[src/hw/rtl/pes_pkg.sv]
// shared types and codes for the periodic event scheduler
// no dependencies; used by pes_ctrl, pes_dp and periodic_event_scheduler
package pes_pkg;

    localparam int FIRE_TIME_W = 48;
    localparam int ID_W        = 16;
    localparam int PERIOD_W    = 16;
    localparam int STATUS_W    = 3;
    localparam int ACTION_W    = 2;

    localparam logic [ACTION_W-1:0] ACT_CLEAR = 2'd0;
    localparam logic [ACTION_W-1:0] ACT_ADD   = 2'd1;

    localparam logic [STATUS_W-1:0] ST_FIRED   = 3'd0;
    localparam logic [STATUS_W-1:0] ST_ADDED   = 3'd1;
    localparam logic [STATUS_W-1:0] ST_CLEARED = 3'd2;
    localparam logic [STATUS_W-1:0] ST_EMPTY   = 3'd3;
    localparam logic [STATUS_W-1:0] ST_FULL    = 3'd4;

    // commands from the controller to the datapath
    typedef struct packed {
        logic load;
        logic do_clear;
        logic do_add;
        logic do_empty;
        logic scan_init;
        logic scan_step;
        logic writeback;
    } pes_cmd_t;

    // status from the datapath to the controller
    typedef struct packed {
        logic act_clear;
        logic act_add;
        logic empty;
        logic scan_last;
    } pes_stat_t;

endpackage

[src/hw/rtl/pes_ctrl.sv]
// sequencing state machine for the periodic event scheduler
// depends on pes_pkg; drives pes_dp through command and status structs
module pes_ctrl (
    input  logic              clk,
    input  logic              rst_n,
    input  logic              start,
    input  pes_pkg::pes_stat_t stat,
    output pes_pkg::pes_cmd_t  cmd,
    output logic              busy,
    output logic              done
);

    import pes_pkg::*;

    localparam logic [2:0] S_IDLE   = 3'd0;
    localparam logic [2:0] S_DECODE = 3'd1;
    localparam logic [2:0] S_SCAN   = 3'd2;
    localparam logic [2:0] S_WB     = 3'd3;
    localparam logic [2:0] S_RESP   = 3'd4;

    logic [2:0] state_reg;
    logic [2:0] state_next;

    always_ff @(posedge clk or negedge rst_n)
    begin
        if (!rst_n)
        begin
            state_reg <= S_IDLE;
        end
        else
        begin
            state_reg <= state_next;
        end
    end

    always_comb
    begin
        state_next = state_reg;
        cmd        = '0;
        unique case (state_reg)
            S_IDLE:
            begin
                if (start)
                begin
                    cmd.load   = 1'b1;
                    state_next = S_DECODE;
                end
            end
            S_DECODE:
            begin
                if (stat.act_clear)
                begin
                    cmd.do_clear = 1'b1;
                    state_next   = S_RESP;
                end
                else if (stat.act_add)
                begin
                    cmd.do_add = 1'b1;
                    state_next = S_RESP;
                end
                else if (stat.empty)
                begin
                    cmd.do_empty = 1'b1;
                    state_next   = S_RESP;
                end
                else
                begin
                    cmd.scan_init = 1'b1;
                    state_next    = S_SCAN;
                end
            end
            S_SCAN:
            begin
                cmd.scan_step = 1'b1;
                if (stat.scan_last)
                begin
                    state_next = S_WB;
                end
            end
            S_WB:
            begin
                cmd.writeback = 1'b1;
                state_next    = S_RESP;
            end
            S_RESP:
            begin
                state_next = S_IDLE;
            end
            default:
            begin
                state_next = S_IDLE;
            end
        endcase
    end

    assign busy = (state_reg != S_IDLE);
    assign done = (state_reg == S_RESP);

endmodule

[config.mk]
export PLATFORM = sky130hd
export DESIGN_NAME = pes_ctrl
export DESIGN_NICKNAME = d
export VERILOG_FILES = /design/src/hw/rtl/pes_pkg.sv /design/src/hw/rtl/pes_ctrl.sv
export SDC_FILE = /design/constraint.sdc
export NUM_CORES = 1
export LEC_CHECK = 0
export ABC_CLOCK_PERIOD_IN_PS = 1900
export BUFFER_PORTS_ARGS = -buffer_cell sky130_fd_sc_hd__buf_2
export CORE_AREA = 2 2 39 41
export DETAILED_ROUTE_END_ITERATION = 10
export DIE_AREA = 0 0 41 43
export PLACE_DENSITY_LB_ADDON = 0.1
export SETUP_SLACK_MARGIN = 0.1
export SKIP_LAST_GASP = 1
export SLEW_MARGIN = 20
export SYNTH_ARGS = -nofsm -noshare
export SYNTH_HDL_FRONTEND = slang
export SYNTH_SLANG_ARGS = --single-unit
export TNS_END_PERCENT = 30
[constraint.sdc]
create_clock -name clk -period 1.9 [get_ports clk]
set_clock_uncertainty 0.1 [all_clocks]
set_input_delay 0.38 -clock clk [delete_from_list [all_inputs] [get_ports clk]]
set_output_delay 0.38 -clock clk [all_outputs]
set_load 0.05 [all_outputs]
==> summary.txt <==
Finish
  • FF/Latch Area: 75.07 sq um
  • Final net count: 52
  • Number of flip-flops in the largest register: 3
  • P&R area growth vs syn: 108.7%
  • Number of fillers in the final layout: 152
  • Share of layout cells above drive strength 1: 65.91%
  • Final Non-Filler Cells: 60
  • Post-route cell area: 420.4 sq um
  • Multi-input gate area: 153.9 sq um
  • Inserted Diodes: 0

Synthesis
  • Gate Count Post-Synth: 22
  • Synth top area share: 37.27%
  • Synth area leaders: dfrtp_1 37%, nor3b_1 11%, nand2b_1 9.3%
  • Main flop type after synthesis: dfrtp_1
  • Post-Synth Simple-Gate Area: 47.83%
  • Combinational family with the most area after synthesis: simple AND/OR/NAND/NOR gates
  • Register area share after synthesis: 37.27%
  • Syn. warnings: 0
  • Yosys reg bits: 3
  • Adder-cell share of the synthesized area: 0%
  • Synth async-reset ratio: 100.0%
  • Multiplexer share of the synthesized area: 0%
  • Post-synth EDFFs: 0
  • Yosys cell types: 15
  • Syn Std Cell Area: 201.4 sq um
  • Synth Area in Compound Gates: 7.453%
  • Most frequent cells after synthesis: 3 x dfrtp_1, 3 x nand2b_1, 3 x nor3b_1
  • Cell taking the most area after synthesis: dfrtp_1
  • Synthesized area per cell: 9.157 sq um
  • Synth Net Count: 29
  • Synth Area in XOR/XNOR: 0%

STA
  • Slew headroom: 80.72%
  • Setup violations, final: 0
  • Fin. Hold Viols: 0
  • Unrepaired setup endpoints after global routing: yes
  • Worst-margin pin slew: 0.2885 ns
  • Tcrit/Tclk final: 95.03%
  • Fin crit period: 1.806 ns
  • Max-slew violations: 0
  • Highest clock rate: 553.8 MHz

Setup path
  • Critical Path End: cmd[2]
  • Crit Path Category: register to output pin
  • Critical Path RT: 1.42 ns
  • Data arrival, critical path: 1.33 ns
  • Crit. End Element: output pin
  • R2R depth: 2
  • Critical Path Start: state_reg[1]$_DFFE_PN0P_
  • Register-to-register path setup slack: 0.70 ns
  • Crit Path Max Fanout: 3
  • Crit path launch type: register
  • FF-to-FF End: state_reg[2]$_DFFE_PN0P_
  • FF-to-FF Start: state_reg[1]$_DFFE_PN0P_

Die
  • Core area: 1384 sq um
  • Initial Util: 14.56%
  • Die X: 41 um
  • Die Area: 1763 sq um
  • Ports: 16
  • Cell Rows: 14
  • Die Span Y: 43 um

Global route
  • Tot GR Track Use: 7.623%
  • Vias in the first global route: 238
  • Global-route wire length before repair: 848 um
  • GR Overflow Total: 0
  • Largest net degree at the start of global routing: 10
  • Initial antenna violation count: 0

Clocking
  • CTS tree: done
  • Max clock buf depth: 2
  • Root Driver: clkbuf_4
  • Inserted Clock Buffers: 3
  • Clock sink total: 3
  • Clock-pin slew on the worst setup and hold paths: 0.04 ns
  • Post-CTS Setup Bufs: 0
  • Clk_lat worst skew: 0.23 ns
  • CTS H-tree depth: 1

Worst hold path
  • Hold Path Class: input port to register

Detailed routing
  • Post-Route WL: 567 um
  • Via count: 241
  • First DRT Iteration DRCs: 0
  • DRT Pass-1 Iters: 1
  • Vias per cell: 4.017
  • Drt wl/cell: 9.450 um
  • Post-DRT Antenna Nets: 0
  • DRC Markers: 0

Pwr
  • Pwr dens: 1783 nW/um^2
  • Static leakage: 0.1897 nW
  • Peak VDD IR: 0.4234 mV

Outcome
  • Status: completed

Placed design
  • Routability cong.: 0.6394
  • Post-DP HPWL: 459.4 um
  • Inst Count DP: 55
  • PortBufs: 15
  • Placed cell areas: 330.3 sq um

Flow run
  • Max cap viols: 0
-- cell type report --
| type | instances | share of cell area [%] |
|---|---|---|
| Clock buffer | 4 | 6.250 |
| Inverter | 1 | 0.8929 |
| Multi-Input combinational cell | 17 | 36.61 |
| Sequential cell | 3 | 17.86 |
| Tap cell | 16 | 4.762 |
| Timing Repair Buffer | 19 | 33.63 |
-- stage by stage --
step | total power, mW | worst slack, ns | TNS [ns] | hold slack (ns) | util [%]
final | 0.7495 | 0.09436 | 0 | 0.3061 | 30.38
after global routing | 0.7955 | 0.03872 | 0 | 0.3159 | 30.38
after global placement | 0.5327 | 0.06976 | 0 | 0.07673 | 23.87
after CTS | 0.6914 | 0.07911 | 0 | 0.3086 | 28.75
after floorplan | 0.4359 | -0.2585 | -1.250 | -0.01559 | -
after detailed placement | 0.5335 | 0.05867 | 0 | 0.07611 | 23.87
-- worst max-delay path, cell delays in order (launching register included) --
cell     delay [ns]
dfrtp_1        0.39
or4_4          0.45
nor2_4         0.10
buf_6          0.16
-- worst min-delay path by stage --
stage | startpoint | endpoint | cells past startpoint
global placement | rst_n | state_reg[0]$_DFFE_PN0P_ | 1
finish | stat[0] | state_reg[0]$_DFFE_PN0P_ | 3
CTS | stat[0] | state_reg[0]$_DFFE_PN0P_ | 3
global route | stat[0] | state_reg[0]$_DFFE_PN0P_ | 3
detailed placement | rst_n | state_reg[1]$_DFFE_PN0P_ | 1
floorplan | rst_n | state_reg[0]$_DFFE_PN0P_ | 0
-- metal layers --
metal | share of wire (%) | track usage (%) | vias up
met5 | 0 | 0 | -
met4 | 2.1 | 8.000 | 0
met3 | 6.7 | 1.571 | 2
met2 | 54 | 11.88 | 11
met1 | 37 | 7.372 | 106
li1 | - | - | 122
-- power breakdown --
| part | switching (mW) | internal [mW] |
|---|---|---|
| logic | 0.313 | 0.200 |
| registers | 0.0349 | 0.0899 |
| clock network | 0.0332 | 0.0787 |
| total | 0.381 | 0.368 |
-- cell families (layout without fill, tap and decap cells) --
logic type             after synthesis  count (layout)
and+or+nand+nor                     15              15
DFF                                  3               3
AOI/OAI and AO/OA                    2               2
buffers and inverters                2              24
-- cell usage in the layout (no fill, tap or decap), types with 2 or more instances in the layout --
master    instances
nor3b_1           2
clkbuf_4          3
dfrtp_1           3
buf_4             5
buf_6             3
nand2b_1          2
buf_2             9
-- repair_timing --
item,4_1_cts,5_1_grt
endpoints found under the hold margin,3,0
pin swaps,1,0
hold buffers,1,0
endpoints found under the setup margin,8,8
gates resized for setup,10,7
Power figures use the tool's default switching activity.
